### src/rtl/core/scc_pkg.sv
// scc_pkg: shared constants, operation codes and controller/datapath structs
// for the strongly connected component labeler; no dependencies
`timescale 1ns / 1ps
package scc_pkg;

	localparam int MAX_NODES = 64;
	localparam int NODE_W    = 6;   // node index width
	localparam int CNT_W     = 7;   // count width, holds MAX_NODES itself
	localparam int STK_W     = NODE_W + CNT_W;

	localparam logic [1:0] KIND_EDGE  = 2'd0;
	localparam logic [1:0] KIND_RUN   = 2'd1;
	localparam logic [1:0] KIND_CLEAR = 2'd2;

	localparam logic [CNT_W-1:0] NODE_LIMIT = CNT_W'(MAX_NODES);

	typedef logic [4:0] op_t;

	localparam op_t OP_NONE       = 5'd0;
	localparam op_t OP_EDGE_RD    = 5'd1;
	localparam op_t OP_EDGE_WR    = 5'd2;
	localparam op_t OP_CLEAR      = 5'd3;
	localparam op_t OP_F_INIT     = 5'd4;
	localparam op_t OP_F_SKIP     = 5'd5;
	localparam op_t OP_F_VISIT    = 5'd6;
	localparam op_t OP_LOAD_FWD   = 5'd7;
	localparam op_t OP_F_FINISH   = 5'd8;
	localparam op_t OP_F_PUSH     = 5'd9;
	localparam op_t OP_STEP       = 5'd10;
	localparam op_t OP_F_POP      = 5'd11;
	localparam op_t OP_B_INIT     = 5'd12;
	localparam op_t OP_B_FO_RD    = 5'd13;
	localparam op_t OP_B_SKIP     = 5'd14;
	localparam op_t OP_B_ROOT     = 5'd15;
	localparam op_t OP_LOAD_BWD   = 5'd16;
	localparam op_t OP_B_PUSH     = 5'd17;
	localparam op_t OP_B_END      = 5'd18;
	localparam op_t OP_B_POP      = 5'd19;
	localparam op_t OP_E_INIT     = 5'd20;
	localparam op_t OP_E_RD       = 5'd21;
	localparam op_t OP_E_NEXT     = 5'd22;

	typedef struct packed {
		op_t op;
	} cmd_t;

	typedef struct packed {
		logic root_end;
		logic root_visited;
		logic scan_end;
		logic hit_fwd;
		logic hit_bwd;
		logic sp_zero;
		logic idx_end;
		logic fo_assigned;
		logic emit_last;
	} status_t;

endpackage

### src/rtl/core/scc_ctrl.sv
// scc_ctrl: sequencer for edge loads, clears, the two search passes and emission
// depends on scc_pkg
`timescale 1ns / 1ps
module scc_ctrl (
	input  logic              clk,
	input  logic              arst_n,
	input  logic              in_valid,
	input  logic [1:0]        kind,
	input  logic              out_stall,
	input  scc_pkg::status_t  st,
	output logic              in_stall,
	output logic              out_valid,
	output scc_pkg::cmd_t     cmd
);

	localparam logic [3:0] S_IDLE   = 4'd0;
	localparam logic [3:0] S_A_WR   = 4'd1;
	localparam logic [3:0] S_F_ROOT = 4'd2;
	localparam logic [3:0] S_F_LOAD = 4'd3;
	localparam logic [3:0] S_F_SCAN = 4'd4;
	localparam logic [3:0] S_F_POP  = 4'd5;
	localparam logic [3:0] S_B_IDX  = 4'd6;
	localparam logic [3:0] S_B_FO   = 4'd7;
	localparam logic [3:0] S_B_LOAD = 4'd8;
	localparam logic [3:0] S_B_SCAN = 4'd9;
	localparam logic [3:0] S_B_POP  = 4'd10;
	localparam logic [3:0] S_E_RD   = 4'd11;
	localparam logic [3:0] S_E_OUT  = 4'd12;

	logic [3:0] state_q;
	logic [3:0] state_d;

	assign in_stall  = (state_q != S_IDLE);
	assign out_valid = (state_q == S_E_OUT);

	always_comb begin
		state_d = state_q;
		cmd.op  = scc_pkg::OP_NONE;
		unique case (state_q)
			S_IDLE: begin
				if (in_valid) begin
					unique case (kind)
						scc_pkg::KIND_EDGE: begin
							cmd.op  = scc_pkg::OP_EDGE_RD;
							state_d = S_A_WR;
						end
						scc_pkg::KIND_RUN: begin
							cmd.op  = scc_pkg::OP_F_INIT;
							state_d = S_F_ROOT;
						end
						scc_pkg::KIND_CLEAR: begin
							cmd.op = scc_pkg::OP_CLEAR;
						end
						default: begin
							cmd.op = scc_pkg::OP_NONE;
						end
					endcase
				end
			end
			S_A_WR: begin
				cmd.op  = scc_pkg::OP_EDGE_WR;
				state_d = S_IDLE;
			end
			S_F_ROOT: begin
				if (st.root_end) begin
					cmd.op  = scc_pkg::OP_B_INIT;
					state_d = S_B_IDX;
				end else if (st.root_visited) begin
					cmd.op = scc_pkg::OP_F_SKIP;
				end else begin
					cmd.op  = scc_pkg::OP_F_VISIT;
					state_d = S_F_LOAD;
				end
			end
			S_F_LOAD: begin
				cmd.op  = scc_pkg::OP_LOAD_FWD;
				state_d = S_F_SCAN;
			end
			S_F_SCAN: begin
				if (st.scan_end) begin
					cmd.op  = scc_pkg::OP_F_FINISH;
					state_d = st.sp_zero ? S_F_ROOT : S_F_POP;
				end else if (st.hit_fwd) begin
					cmd.op  = scc_pkg::OP_F_PUSH;
					state_d = S_F_LOAD;
				end else begin
					cmd.op = scc_pkg::OP_STEP;
				end
			end
			S_F_POP: begin
				cmd.op  = scc_pkg::OP_F_POP;
				state_d = S_F_LOAD;
			end
			S_B_IDX: begin
				if (st.idx_end) begin
					cmd.op  = scc_pkg::OP_E_INIT;
					state_d = S_E_RD;
				end else begin
					cmd.op  = scc_pkg::OP_B_FO_RD;
					state_d = S_B_FO;
				end
			end
			S_B_FO: begin
				if (st.fo_assigned) begin
					cmd.op  = scc_pkg::OP_B_SKIP;
					state_d = S_B_IDX;
				end else begin
					cmd.op  = scc_pkg::OP_B_ROOT;
					state_d = S_B_LOAD;
				end
			end
			S_B_LOAD: begin
				cmd.op  = scc_pkg::OP_LOAD_BWD;
				state_d = S_B_SCAN;
			end
			S_B_SCAN: begin
				if (st.scan_end) begin
					cmd.op  = scc_pkg::OP_B_END;
					state_d = st.sp_zero ? S_B_IDX : S_B_POP;
				end else if (st.hit_bwd) begin
					cmd.op = scc_pkg::OP_B_PUSH;
				end else begin
					cmd.op = scc_pkg::OP_STEP;
				end
			end
			S_B_POP: begin
				cmd.op  = scc_pkg::OP_B_POP;
				state_d = S_B_LOAD;
			end
			S_E_RD: begin
				cmd.op  = scc_pkg::OP_E_RD;
				state_d = S_E_OUT;
			end
			S_E_OUT: begin
				if (!out_stall) begin
					cmd.op  = scc_pkg::OP_E_NEXT;
					state_d = st.emit_last ? S_IDLE : S_E_RD;
				end
			end
			default: begin
				state_d = S_IDLE;
			end
		endcase
	end

	always_ff @(posedge clk or negedge arst_n) begin
		if (!arst_n) begin
			state_q <= S_IDLE;
		end else begin
			state_q <= state_d;
		end
	end

endmodule

### config.mk
export PLATFORM = sky130hd
export DESIGN_NAME = scc_ctrl
export DESIGN_NICKNAME = d
export VERILOG_FILES = /design/src/rtl/core/scc_pkg.sv /design/src/rtl/core/scc_ctrl.sv
export SDC_FILE = /design/constraint.sdc
export NUM_CORES = 1
export LEC_CHECK = 0
export ABC_AREA = 1
export BUFFER_PORTS_ARGS = -buffer_cell sky130_fd_sc_hd__buf_2
export CORE_MARGIN = 1
export CORE_UTILIZATION = 45
export DETAILED_ROUTE_END_ITERATION = 16
export PLACE_DENSITY = 0.73
export SLEW_MARGIN = 10
export SYNTH_ARGS = -nofsm -noshare
export SYNTH_HDL_FRONTEND = slang
export SYNTH_SLANG_ARGS = --single-unit
### constraint.sdc
create_clock -name clk -period 1.96 [get_ports clk]
set_clock_uncertainty 0.1 [all_clocks]
set_input_delay 0.098 -clock clk [delete_from_list [all_inputs] [get_ports clk]]
set_output_delay 0.098 -clock clk [all_outputs]
set_load 0.005 [all_outputs]
==> metrics.md, run 1 <==
| Metric | Value |
|---|---|
| CP Launch Type | flip-flop |
| Share of cells above drive strength 1 | 0.2208 |
| CP most frequent cell | nand2_1 |
| Setup TNS | 0 ns |
| Port Buf Inserts | 21 |
| Filler instances | 138 |
| Core Util, Final | 0.6173 |
| Final Critical Period | between 1.5 and 2 ns |
| Final nets | 171 |
| Post-Route WL | between 1.5 and 2 mm |
| Maximum VDD drop | ~0.38 mV |
| Yosys reg bits | 4 |
| Die area | ~0.0016 mm^2 |
| Slew HR | 0.7874 |
| Worst path cell trace | nor2_4, nand2_1, inv_1, nand2_1, nand2_1, nor3_1, nand2_1, buf_2 |
| Overflow left after global routing | 0 |
| CTS tree | done |
| Critical Path Source | state_q[0] |
| Max Cap Violations | 0 |
| DR DRC count | 0 |
| R2R cell count | 8 |
| DRT antenna net count | 0 |
| Synth Instances | about 130 |
| Max-slew violation count | 0 |
| Sink Count | 4 |
| Fmax | roughly 560 MHz |
| Largest reg by FF count | state_q |
| Average cell area after synthesis | around 5 um^2 |
| Yosys warnings | 0 |
| Netlist Area Pre-Place | roughly 660 um^2 |
| Top Usage Layer GRT | met2 |
| Ant. Diodes | 0 |
| Antenna violations before repair | 0 |
| Max Root-Sink Buffers | 2 |
| Worst reg2reg path startpoint | state_q[1] |
| Pin count of the biggest net entering global routing | 11 |
| Die width | a little over 40 um |
| Worst EP required | roughly 1.8 ns |
| Detailed Route Iter0 Violations | 30 |
| Met3 usage | 0.06111 |
| Setup crit end kind | primary output |
| Drt via density | 5.355 |
| Critical path type | flip-flop to primary output |
| Final number of setup-violating endpoints | 0 |
| Gpl congestion | 0.8833 |
| Area growth from synthesis to layout | 24.39% |
| Met2 usage | 0.4603 |
| Via count | between 900 and 1,000 |
| Postcts setup bufs | 0 |
| Initial core utilization | 0.4962 |
| Skew-Pair Late Insertion Delay | approximately 0.24 ns |
| Pwr Density | 1040 mW/mm^2 |
| Die height | roughly 40 um |
| Biggest regs | state_q x4 |
| Type of the most critical hold path | primary input to async pin |
| Multi-input logic area | 495.5 um^2 |
| FF/Latch Area | approximately 100 um^2 |
| First-pass GRT wire length | just under 3 mm |
| Leak | 0.5420 nW |
| DR pass1 iterations | 4 |
| Global Route Usage Sum | 0.2730 |
| Number of global-route vias before repair | approximately 730 |
| CTS Buf Count | 3 |
| CP peak stage delay | 0.49 ns |
| Final Hold Vio Count | 0 |
| Root buf cell | clkbuf_4 |
| Average wire per standard cell | 11.64 um |
| Sequential area share after synthesis | 0.1512 |
| Critical path fanouts, max | 10 |
| Syn_nets | ~140 |
| Slowest cell on the critical path | dfrtp_1 |
| Synth cell types | 17 |
| Outcome | complete, no violations |
| H-Tree Depth | 1 |
| RSZ-0062 raised after global routing | no |
| Placeable core area | approximately 0.0013 mm^2 |
| HPWL Detailed | 1.614 mm |
| Met1 Use GR | 0.3432 |
| Reg clk slew, reported paths | roughly 0.04 ns |
| Fin crit share | 0.9137 |
| Ports | 22 |
| Fin Hold WS | 0.08781 ns |
| # rows | 13 |
| Arr. time, crit path | approximately 1.6 ns |
| Max FFs per register | 4 |
| Worst-Margin Slew | 0.3186 ns |
-- path summary, 6_finish.rpt --
kind	endpoint	slack [ns]
min in group clk	state_q[1]	0.10
max reg2reg	state_q[3]	0.37
min reg2reg	state_q[2]	0.72
max	cmd[1]	0.17
max in group asynchronous	state_q[3]	1.55
min	state_q[1]	0.09
-- metal layers --
layer / up-vias / wire length (um)
met1: 401 / 882
met2: 40 / 922
li1: 460 / -
met4: 0 / 44
met3: 4 / 117
met5: - / 0
-- synthesized netlist by cell type --
| cell | number | area (um^2) |
|---|---|---|
| o21ai_1 | 1 | 5.000 |
| a21oi_1 | 1 | 5.000 |
| nand4_1 | 2 | 12.51 |
| inv_2 | 2 | 7.510 |
| nor3_1 | 1 | 5.000 |
| nor2_2 | 5 | 31.28 |
| dfrtp_1 | 4 | 100.1 |
| nand3_1 | 17 | 85.08 |
| nand3b_1 | 3 | 22.52 |
| o211ai_1 | 2 | 15.01 |
| nand2_1 | 52 | 195.2 |
| o21bai_1 | 1 | 7.510 |
| o2111ai_1 | 2 | 17.52 |
| nor2_1 | 16 | 60.06 |
| nor2_4 | 2 | 22.52 |
| nand2_2 | 1 | 6.260 |
| inv_1 | 17 | 63.81 |
-- worst max-delay path: cells and delay by family (launching register included) --
family,cells,cell delay (ns)
DFF,1,0.49
and+or+nand+nor,6,0.67
buffers and inverters,2,0.20
-- layout by cell type (no fill, tap or decap), drive strengths merged --
cell         count
nor2            23
o2111ai          2
o21bai           1
dfrtp            4
nand2           53
dlygate4sd3      1
o211ai           2
a21oi            1
nand3b           3
nor3             1
nand3           17
inv             19
o21ai            1
buf             21
nand4            2
clkbuf           3
-- final cells by class --
cell class                      instances  area share
Sequential cell                         4      0.1216
Tap cell                               15     0.02280
Inverter                               19     0.08663
Clock buffer                            3     0.02736
Multi-Input combinational cell        106      0.6018
Timing Repair Buffer                   22      0.1398
-- repair_timing --
action,CTS,global route
endpoints found under the setup margin,0,2
hold buffers,1,0
resized for setup,0,1
endpoints found under the hold margin,4,0
-- per-stage QoR --
step                instances  power, mW  setup WS (ns)  area, um^2
floorplan                 129     0.5596         0.6000       661.9
global placement          165     0.7307         0.3755       785.8
detailed placement        165     0.7342         0.3617       785.8
CTS                       169     0.8453        0.08088       818.3
global route              169     0.9508        0.01371       823.3
finish                    169     0.8559         0.1691       823.3
-- power breakdown --
part | internal [mW] | switching [mW] | leakage (nW) | total [mW]
sequential | 0.111 | 0.0527 | 0.0530 | 0.163
combinational | 0.219 | 0.367 | 0.475 | 0.587
clock | 0.0687 | 0.0373 | 0.0138 | 0.106
-- kinds of logic after synthesis --
family / after synthesis / synth area share
flip-flops: 4 / 0.1512
AO/OA/AOI/OAI: 7 / 0.07560
AND/OR/NAND/NOR: 99 / 0.6654
buffers and inverters: 19 / 0.1078
(Power assumes the default switching activity.)
==> run 2, diff against run 1 <==
--- a/config.mk
+++ b/config.mk
@@ -10,6 +10,7 @@
 export CORE_MARGIN = 1
 export CORE_UTILIZATION = 45
 export DETAILED_ROUTE_END_ITERATION = 16
+export GPL_TIMING_DRIVEN = 0
 export PLACE_DENSITY = 0.73
 export SLEW_MARGIN = 10
 export SYNTH_ARGS = -nofsm -noshare
==> run 2 against run 1 <==
  * Die area is the same
  * Largest power group unchanged
  * Critical endpoint unchanged
  * Clock power is essentially flat
  * Routed wire length shrank 6.2%
  * Sequential power is essentially flat
  * Hold slack gained 0.0037 ns
  * Critical path depth is the same
  * Sequential share of layout area is the same
==> metrics.md, run 2 (synthesis gave the netlist of run 1 again) <==
| Metric | Value |
|---|---|
| Outcome | complete, no violations |
| Sw frac | 0.5365 |
| HPWL Detailed | about 1.5 mm |
| Worst-Margin Slew | between 0.3 and 0.4 ns |
| Type of the most critical hold path | primary input to async pin |
| First-pass GRT wire length | roughly 2.8 mm |
| Port Buf Inserts | 21 |
| Worst reg2reg path startpoint | state_q[1] |
| CP most frequent cell | nand2_1 |
| Placeable core area | around 0.0013 mm^2 |
| Core Util, Final | 0.6173 |
| Gate power share | 0.687 |
| # rows | 13 |
| Reg clk slew, reported paths | approximately 0.04 ns |
| Final setup margin | 0.1784 ns |
| Worst EP required | about 1.8 ns |
| Critical path type | flip-flop to primary output |
| Setup TNS | 0 ns |
| CTS tree | done |
| Multi-input logic area | about 500 um^2 |
| Critical Path Source | state_q[0] |
| Max FFs per register | 4 |
| FF/Latch Area | ~100 um^2 |
| Drt via density | about 5.2 |
| Filler instances | 133 |
| Pin count of the biggest net entering global routing | 11 |
| Die width | about 40 um |
| Initial core utilization | 0.4962 |
| RSZ-0062 raised after global routing | no |
| Final Critical Period | 1.782 ns |
| Fmax | between 500 and 600 MHz |
| Post-Route WL | around 1.8 mm |
| WP buf/inv | 2 |
| Arr. time, crit path | 1.58 ns |
| Pwr Density | 1044 mW/mm^2 |
| Ports | 22 |
| Average wire per standard cell | between 10 and 15 um |
| Antenna violations before repair | 0 |
| CP endpoint | cmd[1] |
| Leak | ~0.54 nW |
| Fin Hold WS | between 0.09 and 0.1 ns |
| DR pass1 iterations | 4 |
| Biggest regs | state_q x4 |
| Skew-Pair Late Insertion Delay | between 0.2 and 0.25 ns |
| CP Launch Type | flip-flop |
| Worst r2r dst | state_q[1] |
| Area growth from synthesis to layout | 24.39% |
| Slowest cell on the critical path | dfrtp_1 |
| Commonest non-fill, non-tap cell in the layout | nand2_1 |
| Internal power | between 0.3 and 0.4 mW |
| Root buf cell | clkbuf_4 |
| Max Cap Violations | 0 |
| CP peak stage delay | 0.47 ns |
| R2R cell count | 8 |
| CTS Buf Count | 3 |
| Worst path depth | 8 |
| Via count | about 880 |
| Final number of setup-violating endpoints | 0 |
| Setup crit end kind | primary output |
| Detailed Route Iter0 Violations | 34 |
| Pre-CTS WS | 0.3227 ns |
| Number of global-route vias before repair | ~700 |
| Maximum VDD drop | about 0.43 mV |
| Slew HR | 0.7958 |
| Seq pwr share | 0.192 |
| Die area | roughly 0.0016 mm^2 |
| Worst path cell trace | nor2_4, nand2_1, inv_1, nand2_1, nand2_1, nor3_1, nand2_1, buf_2 |
| Fin crit share | 0.9090 |
| Max-slew violation count | 0 |
| Gpl congestion | 0.9386 |
| Switching Power | between 0.4 and 0.5 mW |
| Final Hold Vio Count | 0 |
| H-Tree Depth | 1 |
| DR DRC count | 0 |
| R2R Setup Slk | 0.33 ns |
| Ant. Diodes | 0 |
| Final nets | 171 |
| Global Route Usage Sum | 0.2506 |
| Most frequent cells in the layout | nand2_1, buf_2, inv_1, nand3_1, nor2_1 |
| Power share of the clock group | 0.121 |
| Die height | approximately 40 um |
| Share of cells above drive strength 1 | 0.2208 |
| Overflow left after global routing | 0 |
| Delay-heaviest family, CP | simple AND/OR/NAND/NOR gates |
| DRT antenna net count | 0 |
| Pwr Total | approximately 0.86 mW |
| Largest reg by FF count | state_q |
| Critical path fanouts, max | 10 |
| Max Root-Sink Buffers | 2 |
| Sink Count | 4 |
## run 2: timing repair
| action | in CTS | in global routing |
|---|---|---|
| endpoints found under the hold margin | 4 | 0 |
| setup buffers | 0 | 0 |
| hold buffers | 1 | 0 |
| endpoints found under the setup margin | 0 | 3 |
| resized for setup | 0 | 1 |
## run 2: layer usage
metal | vias up | share of wire | GRT usage
li1 | 460 | - | -
met1 | 390 | 0.47 | 0.3366
met2 | 31 | 0.46 | 0.4325
met3 | 2 | 0.056 | 0.01667
met4 | 0 | 0.0065 | 0.05000
met5 | - | 0 | 0
## run 2: worst min path at each step
| stage | startpoint | endpoint | slack (ns) | cells after the start |
|---|---|---|---|---|
| floorplan | arst_n | state_q[0] | -0.30 | 0 |
| global placement | arst_n | state_q[3] | -0.20 | 1 |
| detailed placement | arst_n | state_q[2] | -0.19 | 1 |
| CTS | arst_n | state_q[2] | 0.09 | 2 |
| global route | arst_n | state_q[1] | 0.12 | 2 |
| finish | arst_n | state_q[1] | 0.09 | 2 |
## run 2: area by class of cell
type,count,area share
Tap cell,15,0.02280
Sequential cell,4,0.1216
Inverter,19,0.08663
Timing Repair Buffer,22,0.1398
Multi-Input combinational cell,106,0.6018
Clock buffer,3,0.02736
## run 2: power groups by stage
stage	Clock [mW]	Combinational, mW	Sequential (mW)
after global routing	0.111	0.663	0.172
after CTS	0.105	0.579	0.161
after floorplan	0	0.408	0.152
final	0.104	0.590	0.165
after detailed placement	0	0.572	0.161
after global placement	0	0.571	0.160
## run 2: stage by stage
| step | cells | area (um^2) |
|---|---|---|
| 2_1_floorplan | 129 | 661.9 |
| 3_3_place_gp | 165 | 785.8 |
| 3_5_place_dp | 165 | 785.8 |
| 4_1_cts | 169 | 818.3 |
| 5_1_grt | 169 | 823.3 |
| 6_report | 169 | 823.3 |
